===== src/hdl/mtg_divider.sv =====
// ----------------------------------------------------------------------------
// mtg_divider
// Restoring remainder unit, one quotient bit per cycle.
// ----------------------------------------------------------------------------
module mtg_divider (
  input  logic        clk,
  input  logic        rst,
  input  logic        go,
  input  logic [31:0] dividend,
  input  logic [31:0] divisor,
  output logic        done,
  output logic [31:0] remainder
);
  logic [31:0] rem;
  logic [31:0] dvd;
  logic [31:0] dsr;
  logic [5:0]  cnt;
  logic        run;
  logic [32:0] trial;

  assign trial     = {rem, dvd[31]};
  assign remainder = rem;

  always_ff @(posedge clk) begin
    if (rst) begin
      run  <= 1'b0;
      done <= 1'b0;
      cnt  <= '0;
    end else begin
      done <= 1'b0;
      if (go) begin
        run <= 1'b1;
        cnt <= 6'd32;
        rem <= '0;
        dvd <= dividend;
        dsr <= divisor;
      end else if (run) begin
        if (trial >= {1'b0, dsr}) begin
          rem <= 32'(trial - {1'b0, dsr});
        end else begin
          rem <= trial[31:0];
        end
        dvd <= dvd << 1;
        cnt <= cnt - 6'd1;
        if (cnt == 6'd1) begin
          run  <= 1'b0;
          done <= 1'b1;
        end
      end
    end
  end
endmodule


===== config.mk =====
export PLATFORM = sky130hd
export DESIGN_NAME = mtg_divider
export DESIGN_NICKNAME = d
export VERILOG_FILES = /design/src/hdl/mtg_divider.sv
export SDC_FILE = /design/constraint.sdc
export NUM_CORES = 1
export LEC_CHECK = 0
export BUFFER_PORTS_ARGS = -buffer_cell sky130_fd_sc_hd__buf_2
export CORE_ASPECT_RATIO = 0.8
export CORE_MARGIN = 2
export CORE_UTILIZATION = 50
export CTS_CLUSTER_SIZE = 16
export DETAILED_ROUTE_END_ITERATION = 16
export GPL_TIMING_DRIVEN = 0
export MAX_ROUTING_LAYER = met4
export PLACE_DENSITY = 0.7
export SYNTH_ARGS = -nofsm -noshare
export SYNTH_HDL_FRONTEND = slang
export SYNTH_SLANG_ARGS = --single-unit
export TNS_END_PERCENT = 100

===== constraint.sdc =====
create_clock -name clk -period 10.6 [get_ports clk]
set_input_delay 1.06 -clock clk [delete_from_list [all_inputs] [get_ports clk]]
set_output_delay 1.06 -clock clk [all_outputs]
set_load 0.005 [all_outputs]

# == Yosys cells after proc, flatten, opt, wreduce, memory -nomap -nowiden ==
# Cells that the tools add are included.
# totals
regBits,104
latch_bits,0
ramBits,0
rom_bits,0
in_bits,67
out_inout_bits,33
elab_cells,28
memories,0
# classes
add_sub_neg,2
mul,0
div_mod_pow,0
magnitude_cmp,1
n_eq_ne,1
shifts,0
muxes,10
bitwise,2
n_reduce_logical,5
# op_table
cell,n
32-bit 2-to-1 mux,4
33-bit by 32-bit >= comparator with 1-bit output,1
32-bit subtractor,1
6-bit 2-to-1 mux,2
6-bit by 1-bit == test with 1-bit output (second input constant),1
6-bit by 1-bit subtractor with 6-bit output (second input constant),1
1-bit 2-to-1 mux,4
2-bit AND reduction,2
3-bit OR reduction,1
1-bit inverter,2
2-bit nonzero test,1
2-bit OR reduction,1

# == Longest topological paths before layout ==
# logic_depth
word_depth,4
ltp_mapped,13

# == Least setup slack after synthesis ==
# Ideal clock, no wire load.
# synth_timing
kind,input to register
start,in go
end,"reg dvd[0], enable pin"
setup_time_ns,0.509
arrival_ns,4.793
t_required_ns,10.091
path_slack_ns,5.298
stages,3
path_cell_list,clkbuf_1 > clkinv_1 > a21oi_1
# synth_via
elab_chain_cells,2
# synth_rtl
element,line,rtl
from (decl),8,"input logic go,"
2-bit nonzero test (no line),--,
2-bit AND reduction (no line),--,
to (signal assigned),35,dvd <= dividend;
to (signal assigned),43,dvd <= dvd << 1;
to (decl),15,logic [31:0] dvd;
# No other way between the ends.
# A chain may end at the register's enable or synchronous reset.

# == Final worst setup path ==
# layout_timing
start,reg dvd[31]
end,"reg rem[28], in the netlist remainder[28] (data pin)"
# layout_via
elab_chain_cells,3
# layout_rtl
element,line,rtl
32-bit subtractor / 33-bit by 32-bit >= comparator with 1-bit output (equally long branches),"39, 38",
32-bit 2-to-1 mux *,38,"if (trial >= {1'b0, dsr}) begin"
32-bit 2-to-1 mux *,37,end else if (run) begin
to (signal assigned),39,"rem <= 32'(trial - {1'b0, dsr});"
to (signal assigned),41,rem <= trial[31:0];
to (decl),14,logic [31:0] rem;
# Every way passes the cells marked *; elsewhere a longest branch is shown, timed or not. The select of a mux whose other input is x is not followed.

==> reports/metrics.yaml <==
run_status:
  status: "finished, final reports clean"
detailed_routing:
  dr.pass1.iters: 4
  via_count: 4552
  post_drt_wl_per_cell_microns: 17.4
  via_per_inst: 5.65
  ant_nets: 0
  wirelength_microns: 14000
  drt_iter0_drc: 265
  drc: 0
flow_run:
  maxCapViolCount: 0
clocking:
  cts_setup_buffers: 0
  path_clk_slew_ps: 80
  cts_tree: "yes"
  cts_resized: 0
  root_buffer: "clkbuf_16"
  clkLatencyLatePin_ps: 360
  cts_hold_buf: 0
  clock-sinks: 104
  cts.htree.levels: 3
  numCtsBuffers: 9
  clock_path_buffers: 2
yosys:
  syn-num-nets: 644
  ys_seq_area_share_pct: 50.7
  ys_seq_elements: 104
  ys.flop_type: "edfxtp_1"
  synth.top_cell.area_share_pct: 48.0
  syn_area_sq_um: 6010
  syn_area_per_cell_sq_um: 11.1
  synth_edf_count: 96
  synth_area_leaders: "edfxtp_1, ha_1, mux2_2"
  async_flop_share_pct: 0
  synthCells: 542
  synth_cell_types: 59
  ys_warn_count: 0
  synth_top_area_cell: "edfxtp_1"
global_route:
  grt_pass1_vias: 4613
  grt_start_max_net_pins: 33
  groute.usage.overall_pct: 23.2
  grt-ovfl-total: 0
  grt_antenna_before_repair: 0
  grt_pass1_wl_microns: 22800
floorplanning:
  start_util_pct: 51.8
  core_sq_um: 11600
  design.die.area_sq_um: 12900
  chipHeight_microns: 102
  dieWidth_microns: 127
  io_pins: 100
  fp-row-count: 35
worst_hold_path:
  hold_class: "reg2reg"
timing:
  maxSlewHeadroom_pct: 34.9
  drv_slew: 0
  rsz0062_at_grt: "no"
  tightest_slew_ps: 975
  finClkSkew_ps: 13.2
  fin_ws_ps: 7190
  fin_crit_sh_pct: 32.1
  finalSetupTns_ps: 0
  finalSetupViolations: 0
  whs_ps: 503
  period_minus_slack_ps: 3410
  fmax_mhz: 294
  hold_viol_final: 0
power:
  powerDensity_nw_per_um2: 165
  p_leak_nw: 2.99
  total_power_w: 0.00116
  max-vdd-ir-drop_mv: 0.104
finish:
  nNetsFinal: 755
  final_layout_size_suffix_gt1_share_pct: 25.1
  diodes: 0
  syn2layout_area_growth_pct: 17.2
  utilization_pct: 60.6
  fill_cells: 961
setup_path:
  cp_num_buf_inv: 2
  cp.arrival_ps: 3590
  cp-start-kind: "register"
  r2r_setup_slack_ps: 7190
  crit_type: "reg2reg"
  crit_slowest_cell: "fa_1"
  crit_required_ps: 10790
  slowest_delay_ps: 450
  end_kind: "register"
  path_cells: "inv_1 > ha_1 > inv_1 > fa_1 > a211oi_2 > o21bai_2 > o211a_1 > o21a_1 > o211a_1 > o21a_1 > or3b_1 > a311oi_2"
  crit_family: "compound AO/OA/AOI/OAI gates"
  critPathMaxFanout: 4
placed_design:
  post-dp-hpwl_microns: 10200
  io_buffers: 98
  place.gp.congestion: 0.885
  place_ws_ps: 6960
==> per-layer routing <==
layer  vias to the layer above  part of all wire (%)  track usage (%)  wire (microns)
met1                      2183                    47             30.0            6590
met5                         -                     0                -               0
li1                       2221                     -                -               -
met4                         0                   1.2             6.34             172
met2                       131                    46             36.7            6410
met3                        17                   5.9             6.23             828
==> flip-flops by register name, summed over array words and instances (netlist names) <==
register,cells
cnt,6
done,1
dsr,32
dvd,32
remainder,32
run,1
==> cells in the final DEF (no fill, tap or decap), types with 3 or more instances in the layout <==
cell type / synthesis / routed
inv_1: 45 / 45
o211ai_1: 5 / 5
nor2_1: 43 / 42
o21bai_1: 3 / 3
buf_1: 4 / 4
buf_2: 5 / 103
inv_6: 0 / 3
nor2b_1: 3 / 3
xnor2_1: 17 / 17
nand3_1: 7 / 7
o21a_1: 9 / 9
a21oi_1: 38 / 37
xor2_1: 10 / 10
nand4_1: 7 / 7
mux2_2: 31 / 31
clkbuf_16: 0 / 9
dfxtp_1: 8 / 8
or3b_1: 3 / 3
nand2b_1: 6 / 6
mux2i_1: 15 / 15
a211oi_1: 10 / 10
and3_1: 3 / 3
nor3_1: 12 / 12
nor4_1: 3 / 3
clkbuf_1: 7 / 7
a211o_1: 3 / 3
a211oi_2: 3 / 3
a21o_1: 12 / 12
o21ai_0: 20 / 20
nand2_1: 36 / 36
or3_1: 4 / 4
o22ai_1: 4 / 4
o21ai_1: 3 / 3
edfxtp_1: 96 / 96
ha_1: 34 / 34
==> metrics by stage <==
step           cell area (sq um)  cells
4_1_cts                     7040    806
2_1_floorplan               6010    542
3_3_place_gp                6680    788
6_report                    7040    806
5_1_grt                     7040    806
3_5_place_dp                6750    790
==> kinds of logic after synthesis <==
group,synth area share [%]
and+or+nand+nor,10.6
adders and majority gates,7.42
DFF,50.7
AOI/OAI and AO/OA,14.6
buffers and inverters,4.48
muxes,8.31
xor gates and xnor gates,3.94
==> synthesized netlist by cell type (3+ instances only) <==
cell,count
edfxtp_1,96
inv_1,45
nor2_1,43
a21oi_1,38
nand2_1,36
ha_1,34
mux2_2,31
o21ai_0,20
xnor2_1,17
mux2i_1,15
a21o_1,12
nor3_1,12
a211oi_1,10
xor2_1,10
o21a_1,9
dfxtp_1,8
clkbuf_1,7
nand3_1,7
nand4_1,7
nand2b_1,6
buf_2,5
o211ai_1,5
buf_1,4
o22ai_1,4
or3_1,4
a211o_1,3
a211oi_2,3
and3_1,3
nor2b_1,3
nor4_1,3
o21ai_1,3
o21bai_1,3
or3b_1,3
==> power by group <==
group	internal (W)	switching, W	leakage, nW
logic	0.000135	0.000179	1.86
registers	0.000491	0.0000175	0.984
clock network	0.000165	0.000172	0.139
total	0.000792	0.000369	2.99
==> tightest hold or removal path, cell delays in order, from the launching register on <==
cell	delay [ps]
dfxtp_1	330
nor2_1	90
a211oi_1	40
==> final cells by class <==
class                   count  area [sq um]  area share (%)
flip-flops and latches    104          3040            43.2
plain buffers              19          96.3            1.37
repair buffers            100           538            7.64
inverters                  46           173            2.45
clock buffers               9           225            3.20
clock inverters             7          65.1           0.924
multi-input cells         373          2710            38.5
well taps                 148           185            2.63
==> path summary, 6_finish.rpt <==
check	startpoint	endpoint	cells after the start
worst min register to register	cnt[1]	cnt[1]	2
worst max-delay path	dvd[31]	remainder[28]	12
worst min-delay path	cnt[1]	cnt[1]	2
worst max register to register	dvd[31]	remainder[28]	12
No activity file was read; power rests on OpenSTA's default activity.
